--- src/sv/splim_pkg.sv ---
// Shared types and constants for the speed profile acceleration limiter.
`timescale 1ns / 1ps

package splim_pkg;

    localparam int SPEED_FRAC_BITS = 8;
    localparam int LIMIT_FRAC      = 8;
    localparam int POS_FRAC        = 16;

    localparam int SPD_W  = 16;
    localparam int POS_W  = 32;
    localparam int LIM_W  = 16;
    localparam int PROD_W = LIM_W + 1 + POS_W;
    localparam int SUM_W  = PROD_W + 2;
    localparam int SQ_W   = 31;
    localparam int RAD_W  = 30;
    localparam int ROOT_W = 15;

    localparam int LIN_SHIFT = LIMIT_FRAC + POS_FRAC - SPEED_FRAC_BITS;
    localparam int SQ_SHIFT  = LIMIT_FRAC + POS_FRAC - 2 * SPEED_FRAC_BITS;

    localparam int QDEPTH = 2;
    localparam int QPTR_W = $clog2(QDEPTH);

    localparam int CFG_IDX_W  = 8;
    localparam int CFG_DATA_W = 16;

    localparam logic [CFG_IDX_W-1:0] REG_LIMIT_BY_DISTANCE = 8'd0;
    localparam logic [CFG_IDX_W-1:0] REG_ACCEL_LIMIT       = 8'd1;
    localparam logic [CFG_IDX_W-1:0] REG_DECEL_LIMIT       = 8'd2;

    localparam logic [LIM_W-1:0] ACCEL_RESET = 16'd256;
    localparam logic [LIM_W-1:0] DECEL_RESET = 16'd256;

    typedef enum logic [1:0] {
        CLS_PASS,
        CLS_UP,
        CLS_DOWN,
        CLS_EQUAL
    } cls_t;

    typedef enum logic [2:0] {
        BS_IDLE,
        BS_MUL,
        BS_BOUND,
        BS_SQRT,
        BS_DONE
    } bst_t;

    typedef struct packed {
        logic             limit_by_distance;
        logic [LIM_W-1:0] accel_max;
        logic [LIM_W-1:0] decel_max;
    } cfg_t;

    typedef struct packed {
        cls_t             cls;
        logic             by_dist;
        logic [SPD_W-1:0] cur;
        logic [SPD_W-1:0] prev;
        logic             dneg;
        logic [POS_W-1:0] dmag;
        logic [LIM_W-1:0] lim;
    } job_t;

    typedef struct packed {
        logic full;
        logic empty;
    } q_stat_t;

    typedef struct packed {
        logic             start;
        logic [RAD_W-1:0] radicand;
    } sq_req_t;

    typedef struct packed {
        logic              busy;
        logic [ROOT_W-1:0] root;
    } sq_rsp_t;

endpackage

--- src/sv/splim_front.sv ---
// Front end: accepts points, computes the position delta and classifies the speed change.
`timescale 1ns / 1ps

module splim_front
    import splim_pkg::*;
(
    input  logic             clk,
    input  logic             rst_n,
    input  cfg_t             cfg,
    input  logic             in_valid,
    output logic             in_ready,
    input  logic [POS_W-1:0] position,
    input  logic [SPD_W-1:0] speed,
    input  logic             first_of_profile,
    input  q_stat_t          q_stat,
    output logic             q_push,
    output job_t             q_data
);

    logic [POS_W-1:0] prev_position_reg;
    logic [SPD_W-1:0] prev_speed_reg;
    logic [POS_W:0]   delta;
    logic [POS_W:0]   delta_neg;
    cls_t             cls;

    assign in_ready  = !q_stat.full;
    assign q_push    = in_valid && !q_stat.full;
    assign delta     = {1'b0, position} - {1'b0, prev_position_reg};
    assign delta_neg = -delta;

    always_comb
    begin
        priority if (first_of_profile)
        begin
            cls = CLS_PASS;
        end
        else if ($signed(speed) > $signed(prev_speed_reg))
        begin
            cls = CLS_UP;
        end
        else if ($signed(speed) < $signed(prev_speed_reg))
        begin
            cls = CLS_DOWN;
        end
        else
        begin
            cls = CLS_EQUAL;
        end
    end

    always_comb
    begin
        q_data.cls     = cls;
        q_data.by_dist = cfg.limit_by_distance;
        q_data.cur     = speed;
        q_data.prev    = prev_speed_reg;
        q_data.dneg    = delta[POS_W];
        q_data.dmag    = delta[POS_W] ? delta_neg[POS_W-1:0] : delta[POS_W-1:0];
        q_data.lim     = (cls == CLS_UP) ? cfg.accel_max : cfg.decel_max;
    end

    always_ff @(posedge clk or negedge rst_n)
    begin
        if (!rst_n)
        begin
            prev_position_reg <= '0;
            prev_speed_reg    <= '0;
        end
        else if (q_push)
        begin
            prev_position_reg <= position;
            prev_speed_reg    <= speed;
        end
    end

endmodule

--- src/sv/splim_fifo.sv ---
// Short job queue between the front end and the back end.
`timescale 1ns / 1ps

module splim_fifo
    import splim_pkg::*;
(
    input  logic    clk,
    input  logic    rst_n,
    input  logic    push,
    input  job_t    wdata,
    input  logic    pop,
    output job_t    rdata,
    output q_stat_t stat
);

    job_t              mem [QDEPTH];
    logic [QPTR_W-1:0] wr_ptr_reg;
    logic [QPTR_W-1:0] rd_ptr_reg;
    logic [QPTR_W:0]   count_reg;
    logic [QPTR_W:0]   count_next;

    assign stat.full  = (count_reg == (QPTR_W + 1)'(QDEPTH));
    assign stat.empty = (count_reg == '0);
    assign rdata      = mem[rd_ptr_reg];

    always_comb
    begin
        count_next = count_reg;
        if (push && !pop)
        begin
            count_next = count_reg + 1'b1;
        end
        else if (pop && !push)
        begin
            count_next = count_reg - 1'b1;
        end
    end

    always_ff @(posedge clk)
    begin
        if (push)
        begin
            mem[wr_ptr_reg] <= wdata;
        end
    end

    always_ff @(posedge clk or negedge rst_n)
    begin
        if (!rst_n)
        begin
            wr_ptr_reg <= '0;
            rd_ptr_reg <= '0;
            count_reg  <= '0;
        end
        else
        begin
            count_reg <= count_next;
            if (push)
            begin
                wr_ptr_reg <= (wr_ptr_reg == QPTR_W'(QDEPTH - 1)) ? '0 : wr_ptr_reg + 1'b1;
            end
            if (pop)
            begin
                rd_ptr_reg <= (rd_ptr_reg == QPTR_W'(QDEPTH - 1)) ? '0 : rd_ptr_reg + 1'b1;
            end
        end
    end

endmodule

--- src/sv/splim_sqrt.sv ---
// Iterative integer square root, one result bit per cycle.
`timescale 1ns / 1ps

module splim_sqrt
    import splim_pkg::*;
(
    input  logic    clk,
    input  logic    rst_n,
    input  sq_req_t req,
    output sq_rsp_t rsp
);

    logic             busy_reg;
    logic [RAD_W-1:0] rem_reg;
    logic [RAD_W-1:0] res_reg;
    logic [RAD_W-1:0] bit_reg;
    logic [RAD_W:0]   trial;
    logic             take;

    assign trial    = {1'b0, res_reg} + {1'b0, bit_reg};
    assign take     = ({1'b0, rem_reg} >= trial);
    assign rsp.busy = busy_reg;
    assign rsp.root = res_reg[ROOT_W-1:0];

    always_ff @(posedge clk or negedge rst_n)
    begin
        if (!rst_n)
        begin
            busy_reg <= 1'b0;
        end
        else if (req.start)
        begin
            busy_reg <= 1'b1;
        end
        else if (busy_reg && bit_reg[0])
        begin
            busy_reg <= 1'b0;
        end
    end

    always_ff @(posedge clk)
    begin
        if (req.start)
        begin
            rem_reg <= req.radicand;
            res_reg <= '0;
            bit_reg <= RAD_W'(1) << (RAD_W - 2);
        end
        else if (busy_reg)
        begin
            if (take)
            begin
                rem_reg <= rem_reg - trial[RAD_W-1:0];
                res_reg <= (res_reg >> 1) + bit_reg;
            end
            else
            begin
                res_reg <= res_reg >> 1;
            end
            bit_reg <= bit_reg >> 2;
        end
    end

endmodule

--- src/sv/splim_back.sv ---
// Back end: computes the speed bound for each queued speed-up or slow-down job and selects the result.
`timescale 1ns / 1ps

module splim_back
    import splim_pkg::*;
(
    input  logic             clk,
    input  logic             rst_n,
    input  job_t             q_data,
    input  q_stat_t          q_stat,
    output logic             q_pop,
    output sq_req_t          sq_req,
    input  sq_rsp_t          sq_rsp,
    output logic             res_valid,
    input  logic             res_ready,
    output logic [SPD_W-1:0] res_speed,
    output logic             res_clipped
);

    localparam logic signed [SUM_W-1:0] LIN_MAX = 32767;
    localparam logic signed [SUM_W-1:0] LIN_MIN = -32768;

    bst_t                     state_reg;
    bst_t                     state_next;
    job_t                     job_reg;
    logic [PROD_W-1:0]        prod_reg;
    logic [SQ_W-1:0]          sq_reg;
    logic [SPD_W-1:0]         bound_reg;
    logic [SPD_W-1:0]         bound_next;

    logic [LIM_W:0]           lim_eff;
    logic [31:0]              prev32;
    logic [31:0]              sq_full;
    logic [PROD_W-1:0]        step;
    logic signed [SUM_W-1:0]  step_s;
    logic signed [SUM_W-1:0]  step_eff;
    logic signed [SUM_W-1:0]  prev_ext;
    logic signed [SUM_W-1:0]  sq_ext;
    logic signed [SUM_W-1:0]  lin_sum;
    logic signed [SUM_W-1:0]  rad;
    logic                     rad_pos;
    logic                     rad_big;
    logic                     need_sqrt;
    logic                     skip_math;

    // multiply stage operands
    assign lim_eff = job_reg.by_dist ? {job_reg.lim, 1'b0} : {1'b0, job_reg.lim};
    assign prev32  = {{(32 - SPD_W){job_reg.prev[SPD_W-1]}}, job_reg.prev};
    assign sq_full = prev32 * prev32;

    // bound stage
    assign step     = job_reg.by_dist ? (prod_reg >> SQ_SHIFT) : (prod_reg >> LIN_SHIFT);
    assign step_s   = job_reg.dneg ? -$signed({2'b00, step}) : $signed({2'b00, step});
    assign step_eff = (job_reg.cls == CLS_UP) ? step_s : -step_s;
    assign prev_ext = $signed({{(SUM_W - SPD_W){job_reg.prev[SPD_W-1]}}, job_reg.prev});
    assign sq_ext   = $signed({{(SUM_W - SQ_W){1'b0}}, sq_reg});
    assign lin_sum  = prev_ext + step_eff;
    assign rad      = sq_ext + step_eff;
    assign rad_pos  = !rad[SUM_W-1] && (rad != '0);
    assign rad_big  = |rad[SUM_W-2:RAD_W];
    assign need_sqrt = job_reg.by_dist && rad_pos && !rad_big;
    assign skip_math = (q_data.cls == CLS_PASS) || (q_data.cls == CLS_EQUAL);

    always_comb
    begin
        if (!job_reg.by_dist)
        begin
            if (lin_sum > LIN_MAX)
            begin
                bound_next = 16'h7fff;
            end
            else if (lin_sum < LIN_MIN)
            begin
                bound_next = 16'h8000;
            end
            else
            begin
                bound_next = lin_sum[SPD_W-1:0];
            end
        end
        else if (!rad_pos)
        begin
            bound_next = '0;
        end
        else
        begin
            bound_next = 16'h7fff;
        end
    end

    always_comb
    begin
        state_next = state_reg;
        unique case (state_reg)
            BS_IDLE:
            begin
                if (!q_stat.empty)
                begin
                    state_next = skip_math ? BS_DONE : BS_MUL;
                end
            end
            BS_MUL:
            begin
                state_next = BS_BOUND;
            end
            BS_BOUND:
            begin
                state_next = need_sqrt ? BS_SQRT : BS_DONE;
            end
            BS_SQRT:
            begin
                if (!sq_rsp.busy)
                begin
                    state_next = BS_DONE;
                end
            end
            BS_DONE:
            begin
                if (res_ready)
                begin
                    state_next = BS_IDLE;
                end
            end
            default:
            begin
                state_next = BS_IDLE;
            end
        endcase
    end

    always_comb
    begin
        q_pop           = (state_reg == BS_IDLE) && !q_stat.empty;
        sq_req.start    = (state_reg == BS_BOUND) && need_sqrt;
        sq_req.radicand = rad[RAD_W-1:0];
        res_valid       = (state_reg == BS_DONE);
    end

    always_comb
    begin
        unique case (job_reg.cls)
            CLS_PASS:
            begin
                res_speed = job_reg.cur;
            end
            CLS_UP:
            begin
                res_speed = ($signed(bound_reg) < $signed(job_reg.cur)) ? bound_reg : job_reg.cur;
            end
            CLS_DOWN:
            begin
                res_speed = ($signed(bound_reg) > $signed(job_reg.cur)) ? bound_reg : job_reg.cur;
            end
            CLS_EQUAL:
            begin
                res_speed = job_reg.cur[SPD_W-1] ? '0 : job_reg.cur;
            end
            default:
            begin
                res_speed = job_reg.cur;
            end
        endcase
        res_clipped = (res_speed != job_reg.cur);
    end

    always_ff @(posedge clk or negedge rst_n)
    begin
        if (!rst_n)
        begin
            state_reg <= BS_IDLE;
        end
        else
        begin
            state_reg <= state_next;
        end
    end

    always_ff @(posedge clk)
    begin
        if (q_pop)
        begin
            job_reg <= q_data;
        end
        if (state_reg == BS_MUL)
        begin
            prod_reg <= PROD_W'(lim_eff) * PROD_W'(job_reg.dmag);
            sq_reg   <= sq_full[SQ_W-1:0];
        end
        if (state_reg == BS_BOUND)
        begin
            bound_reg <= bound_next;
        end
        if ((state_reg == BS_SQRT) && !sq_rsp.busy)
        begin
            bound_reg <= {1'b0, sq_rsp.root};
        end
    end

endmodule

--- src/sv/speed_profile_accel_limiter_top.sv ---
// Top level of the speed profile acceleration limiter.
`timescale 1ns / 1ps
//
// Points (position, speed, first_of_profile) enter on the in_valid/in_ready
// channel; one result (limited_speed, was_clipped) leaves per point on the
// out_valid/out_ready channel, in order. Registers are written through the
// cfg_valid/cfg_ready channel (always ready): index 0 limit_by_distance,
// 1 accel limit, 2 decel limit; other indexes are ignored. Write only idle.
// The front end pushes each accepted point into a two-entry queue; the back
// end works one job at a time. First-of-profile and equal-speed points go
// straight to select; time-mode points pass multiply, bound and select;
// distance-mode points add the bit-serial square root (15 iterations over a
// 30-bit radicand) after bound when the radicand is positive and fits.
// A full output register holds the back end in its result state while
// out_ready is low; the queue keeps taking points until full. Reset clears
// the previous point to position 0, speed 0, the queue, the pipeline and
// sets the limits to 1.0 and the mode to time.
//

module speed_profile_accel_limiter_top
    import splim_pkg::*;
(
    input  logic                  clk,
    input  logic                  rst_n,
    input  logic                  cfg_valid,
    output logic                  cfg_ready,
    input  logic [CFG_IDX_W-1:0]  cfg_index,
    input  logic [CFG_DATA_W-1:0] cfg_data,
    input  logic                  in_valid,
    output logic                  in_ready,
    input  logic [POS_W-1:0]      position,
    input  logic [SPD_W-1:0]      speed,
    input  logic                  first_of_profile,
    output logic                  out_valid,
    input  logic                  out_ready,
    output logic [SPD_W-1:0]      limited_speed,
    output logic                  was_clipped
);

    cfg_t             cfg_reg;
    logic             out_valid_reg;
    logic [SPD_W-1:0] limited_speed_reg;
    logic             was_clipped_reg;

    logic             q_push;
    logic             q_pop;
    job_t             q_wdata;
    job_t             q_rdata;
    q_stat_t          q_stat;
    sq_req_t          sq_req;
    sq_rsp_t          sq_rsp;
    logic             res_valid;
    logic             res_ready;
    logic [SPD_W-1:0] res_speed;
    logic             res_clipped;

    assign cfg_ready     = 1'b1;
    assign res_ready     = !out_valid_reg || out_ready;
    assign out_valid     = out_valid_reg;
    assign limited_speed = limited_speed_reg;
    assign was_clipped   = was_clipped_reg;

    always_ff @(posedge clk or negedge rst_n)
    begin
        if (!rst_n)
        begin
            cfg_reg.limit_by_distance <= 1'b0;
            cfg_reg.accel_max         <= ACCEL_RESET;
            cfg_reg.decel_max         <= DECEL_RESET;
        end
        else if (cfg_valid)
        begin
            if (cfg_index == REG_LIMIT_BY_DISTANCE)
            begin
                cfg_reg.limit_by_distance <= cfg_data[0];
            end
            else if (cfg_index == REG_ACCEL_LIMIT)
            begin
                cfg_reg.accel_max <= cfg_data[LIM_W-1:0];
            end
            else if (cfg_index == REG_DECEL_LIMIT)
            begin
                cfg_reg.decel_max <= cfg_data[LIM_W-1:0];
            end
        end
    end

    always_ff @(posedge clk or negedge rst_n)
    begin
        if (!rst_n)
        begin
            out_valid_reg <= 1'b0;
        end
        else if (res_ready)
        begin
            out_valid_reg <= res_valid;
        end
    end

    always_ff @(posedge clk)
    begin
        if (res_valid && res_ready)
        begin
            limited_speed_reg <= res_speed;
            was_clipped_reg   <= res_clipped;
        end
    end

    splim_front u_front (
        .clk              (clk),
        .rst_n            (rst_n),
        .cfg              (cfg_reg),
        .in_valid         (in_valid),
        .in_ready         (in_ready),
        .position         (position),
        .speed            (speed),
        .first_of_profile (first_of_profile),
        .q_stat           (q_stat),
        .q_push           (q_push),
        .q_data           (q_wdata)
    );

    splim_fifo u_fifo (
        .clk   (clk),
        .rst_n (rst_n),
        .push  (q_push),
        .wdata (q_wdata),
        .pop   (q_pop),
        .rdata (q_rdata),
        .stat  (q_stat)
    );

    splim_sqrt u_sqrt (
        .clk   (clk),
        .rst_n (rst_n),
        .req   (sq_req),
        .rsp   (sq_rsp)
    );

    splim_back u_back (
        .clk         (clk),
        .rst_n       (rst_n),
        .q_data      (q_rdata),
        .q_stat      (q_stat),
        .q_pop       (q_pop),
        .sq_req      (sq_req),
        .sq_rsp      (sq_rsp),
        .res_valid   (res_valid),
        .res_ready   (res_ready),
        .res_speed   (res_speed),
        .res_clipped (res_clipped)
    );

    a_sqrt_start_idle: assert property (@(posedge clk) disable iff (!rst_n)
        sq_req.start |-> !sq_rsp.busy)
        else $error("square root restarted while busy");

    a_no_result_during_sqrt: assert property (@(posedge clk) disable iff (!rst_n)
        sq_rsp.busy |-> !res_valid)
        else $error("result offered while square root busy");

    a_push_fills_queue: assert property (@(posedge clk) disable iff (!rst_n)
        (in_valid && in_ready) |=> !q_stat.empty)
        else $error("accepted transaction not queued");

    a_pop_nonempty: assert property (@(posedge clk) disable iff (!rst_n)
        q_pop |-> !q_stat.empty)
        else $error("queue popped while empty");

endmodule

--- config.mk ---
export PLATFORM = sky130hd
export DESIGN_NAME = speed_profile_accel_limiter_top
export DESIGN_NICKNAME = d
export VERILOG_FILES = /design/src/sv/splim_pkg.sv /design/src/sv/splim_front.sv /design/src/sv/splim_fifo.sv /design/src/sv/splim_sqrt.sv /design/src/sv/splim_back.sv /design/src/sv/speed_profile_accel_limiter_top.sv
export SDC_FILE = /design/constraint.sdc
export NUM_CORES = 2
export LEC_CHECK = 0
export BUFFER_PORTS_ARGS = -buffer_cell sky130_fd_sc_hd__buf_2
export CORE_MARGIN = 5
export CORE_UTILIZATION = 55
export DETAILED_ROUTE_END_ITERATION = 8
export GPL_ROUTABILITY_DRIVEN = 0
export HOLD_SLACK_MARGIN = 0.08
export PLACE_DENSITY = 0.75
export SETUP_SLACK_MARGIN = 0.4
export SLEW_MARGIN = 20
export SYNTH_ARGS = -nofsm -noshare
export SYNTH_HDL_FRONTEND = slang
export SYNTH_SLANG_ARGS = --single-unit
--- constraint.sdc ---
create_clock -name clk -period 19.14 [get_ports clk]
set_input_delay 1.914 -clock clk [delete_from_list [all_inputs] [get_ports clk]]
set_output_delay 1.914 -clock clk [all_outputs]
set_load 0.05 [all_outputs]
==> results.py <==
metrics = {
    "floorplanning": {
        "die_x_microns": 336.0,
        "die_area_sq_um": 112900,
        "die_h_microns": 336.0,
        "start_util_pct": 55.45,
        "io_pins": 98,
        "rows": 119,
        "core_area_sq_um": 105400,
    },
    "logic_synthesis": {
        "ys_types": 99,
        "ys_warn_count": 0,
        "syn_nets": 7205,
        "yosys.area.top_type": "fa_1",
        "synth-seq-area-share_pct": 25.21,
        "synth_edf_count": 385,
        "synth_cells": 6029,
        "netlist_area_sq_um": 58450,
        "async_flop_share_pct": 17.27,
        "synth_area_leaders": "fa_1 23%, edfxtp_1 20%, ha_1 8.9%",
        "syn_area_per_cell_sq_um": 9.695,
        "synth_top_cell_area_share_pct": 23.39,
        "synth_ff_type": "edfxtp_1",
        "yosysMostFrequentCell": "inv_1",
        "synth_common_cells": "850 x inv_1, 700 x nand2_1, 683 x fa_1",
        "ys_ff_latch": 521,
    },
    "route": {
        "route.vias.total": 44370,
        "drtAntennaViolNets": 0,
        "wl_microns": 147900,
        "drtIter0Drc": 3491,
        "drc_errors": 0,
        "drtPass1Iterations": 8,
        "wl_per_cell_microns": 19.90,
        "viasPerCell": 5.970,
    },
    "critical_path": {
        "path_max_fanout": 95,
        "crit_family": "compound AO/OA/AOI/OAI gates",
        "slowest_delay_ns": 0.85,
        "worstSetupEndpointType": "flop",
        "worstSetupPathType": "flop to flop",
        "worstPathArrival_ns": 10.51,
        "cp.required_ns": 19.66,
        "worst-path-buf-inv": 3,
        "crit_path_top_delay_cell": "buf_4",
        "start_kind": "flop",
    },
    "cts": {
        "cts_buffer_depth": 3,
        "htreeDepth": 2,
        "clk_pin_slew_worst_paths_ns": 0.07,
        "cts_tree": "built",
        "numClockSinks": 521,
        "cts_resized": 0,
        "cts_setup_buffers": 0,
        "cts_buffers": 58,
        "cts-hold-fix-buffers": 0,
        "worstSkewPairLatency_ns": 0.69,
        "root_buffer": "clkbuf_16",
    },
    "cells_and_area": {
        "area_growth_pct": 6.313,
        "nNetsFinal": 7165,
        "largest_reg_flops": 168,
        "drive_gt1_share_pct": 7.968,
        "fin_area_sq_um": 62140,
    },
    "timing": {
        "final_hold_viol_count": 0,
        "fin_crit_ns": 9.986,
        "slew_headroom_pct": 29.52,
        "fin_worst_skew_ns": 0.1107,
        "setup_tns_ns": 0,
        "fmax_ghz": 0.1001,
        "setup_viol": 0,
        "period_share_pct": 52.17,
        "rsz0062_at_grt": "no",
        "slew_viol_final": 0,
        "tightest_slew_ns": 1.057,
    },
    "grt": {
        "grt_max_degree": 96,
        "grt_use_total_pct": 26.10,
        "grt_pass1_vias": 44830,
        "grt_pass1_wl_microns": 237000,
        "antenna_found_initial": 2,
        "overflow": 0,
    },
    "run_status": {
        "status": "finished clean",
    },
    "hold_path": {
        "hold_path.class": "flop to flop",
    },
    "place": {
        "placedInstanceArea_sq_um": 60110,
        "hpwlAfterDp_microns": 114900,
        "place.port_buffers": 96,
    },
    "flow_run": {
        "maxCapViolCount": 0,
    },
}
-- final cells by class --
class | count | area [sq um]
clock buffers | 78 | 1628
well taps | 1391 | 1740
diodes | 4 | 10.01
fillers | 8766 | 43280
repair buffers | 136 | 780.7
clock inverters | 30 | 385.4
inverters | 852 | 3199
flip-flops and latches | 521 | 14740
multi-input cells | 4420 | 39650
-- layer usage --
layer  track usage (%)  up-vias  share of wire, %
met3             5.285      325               8.6
li1                  -    20240                 -
met4             8.768        0               3.7
met1             35.33    21980                42
met2             42.48     1821                46
met5                 0        -                 0
-- worst register-to-register path: cells and delay by family, from the launching register on --
family                     cells  cell delay (ns)
AOI/OAI and AO/OA             14             4.60
xor gates and xnor gates       3             0.56
adders and majority gates      1             0.36
buffers and inverters          3             1.27
DFF                            1             0.55
muxes                          1             0.59
and+or+nand+nor                5             1.90
-- layout by cell type (no fill, tap or decap), types with 26 or more instances in the layout --
| cell | synthesis | routed |
|---|---|---|
| dfrtp_1 | 88 | 86 |
| buf_2 | 18 | 95 |
| and2_1 | 126 | 126 |
| a211oi_1 | 43 | 43 |
| mux2i_1 | 75 | 72 |
| a31oi_1 | 77 | 77 |
| o31ai_1 | 35 | 35 |
| o211ai_1 | 29 | 29 |
| inv_1 | 850 | 848 |
| nand2_1 | 700 | 700 |
| nor2_1 | 288 | 286 |
| o21a_1 | 37 | 37 |
| a21o_1 | 96 | 96 |
| buf_4 | 2 | 40 |
| nand3_1 | 77 | 77 |
| or3_1 | 33 | 33 |
| xnor2_1 | 232 | 232 |
| o21bai_1 | 35 | 35 |
| nor3_1 | 91 | 91 |
| and3_1 | 49 | 49 |
| nor2b_1 | 134 | 132 |
| clkbuf_16 | 0 | 59 |
| xor2_1 | 96 | 96 |
| o21ai_0 | 221 | 220 |
| nor4_1 | 26 | 26 |
| nand4_1 | 50 | 50 |
| dfxtp_1 | 46 | 46 |
| ha_1 | 415 | 415 |
| edfxtp_1 | 385 | 385 |
| fa_1 | 683 | 683 |
| nand2b_1 | 58 | 58 |
| a21oi_1 | 204 | 204 |
| mux2_2 | 166 | 166 |
-- final timing paths --
kind                            depth (start not counted)                                        to                                   from  slack [ns]
worst max-delay path                                   27             u_back.bound_reg[0]$_DFFE_PP_           u_back.job_reg[81]$_DFFE_PP_        9.15
worst min-delay path                                    0               u_fifo.mem[1][55]$_DFFE_PP_  u_front.prev_speed_reg[6]$_DFFE_PN0P_        0.47
worst max register to register                         27             u_back.bound_reg[0]$_DFFE_PP_           u_back.job_reg[81]$_DFFE_PP_        9.15
worst min register to register                          0               u_fifo.mem[1][55]$_DFFE_PP_  u_front.prev_speed_reg[6]$_DFFE_PN0P_        0.47
max in group asynchronous                               2  u_front.prev_position_reg[3]$_DFFE_PN0P_                                  rst_n       16.75
min in group asynchronous                               1     u_front.prev_speed_reg[0]$_DFFE_PN0P_                                  rst_n        1.22
-- through the flow --
| stage | hold slack, ns | worst slack, ns | util, % | cells |
|---|---|---|---|---|
| floorplan | 0.4382 | 9.321 | - | 6029 |
| global placement | 0.4473 | 9.678 | 57.02 | 7319 |
| detailed placement | 0.4576 | 9.349 | 57.02 | 7319 |
| CTS | 0.4712 | 9.284 | 58.93 | 7427 |
| global route | 0.4856 | 8.427 | 58.94 | 7428 |
| finish | 0.4701 | 9.154 | 58.95 | 7432 |
-- logic make-up after synthesis --
group	synth area share, %
adder cells (fa/ha/maj)	32.28
AND/OR/NAND/NOR	14.38
buffers and inverters	7.064
AO/OA/AOI/OAI	11.45
XOR/XNOR	4.943
flip-flops	25.21
multiplexers	4.662
other	0.006416
Power is not shown: default switching activity piles up to over one toggle a cycle in this logic, so the estimate is an artifact.
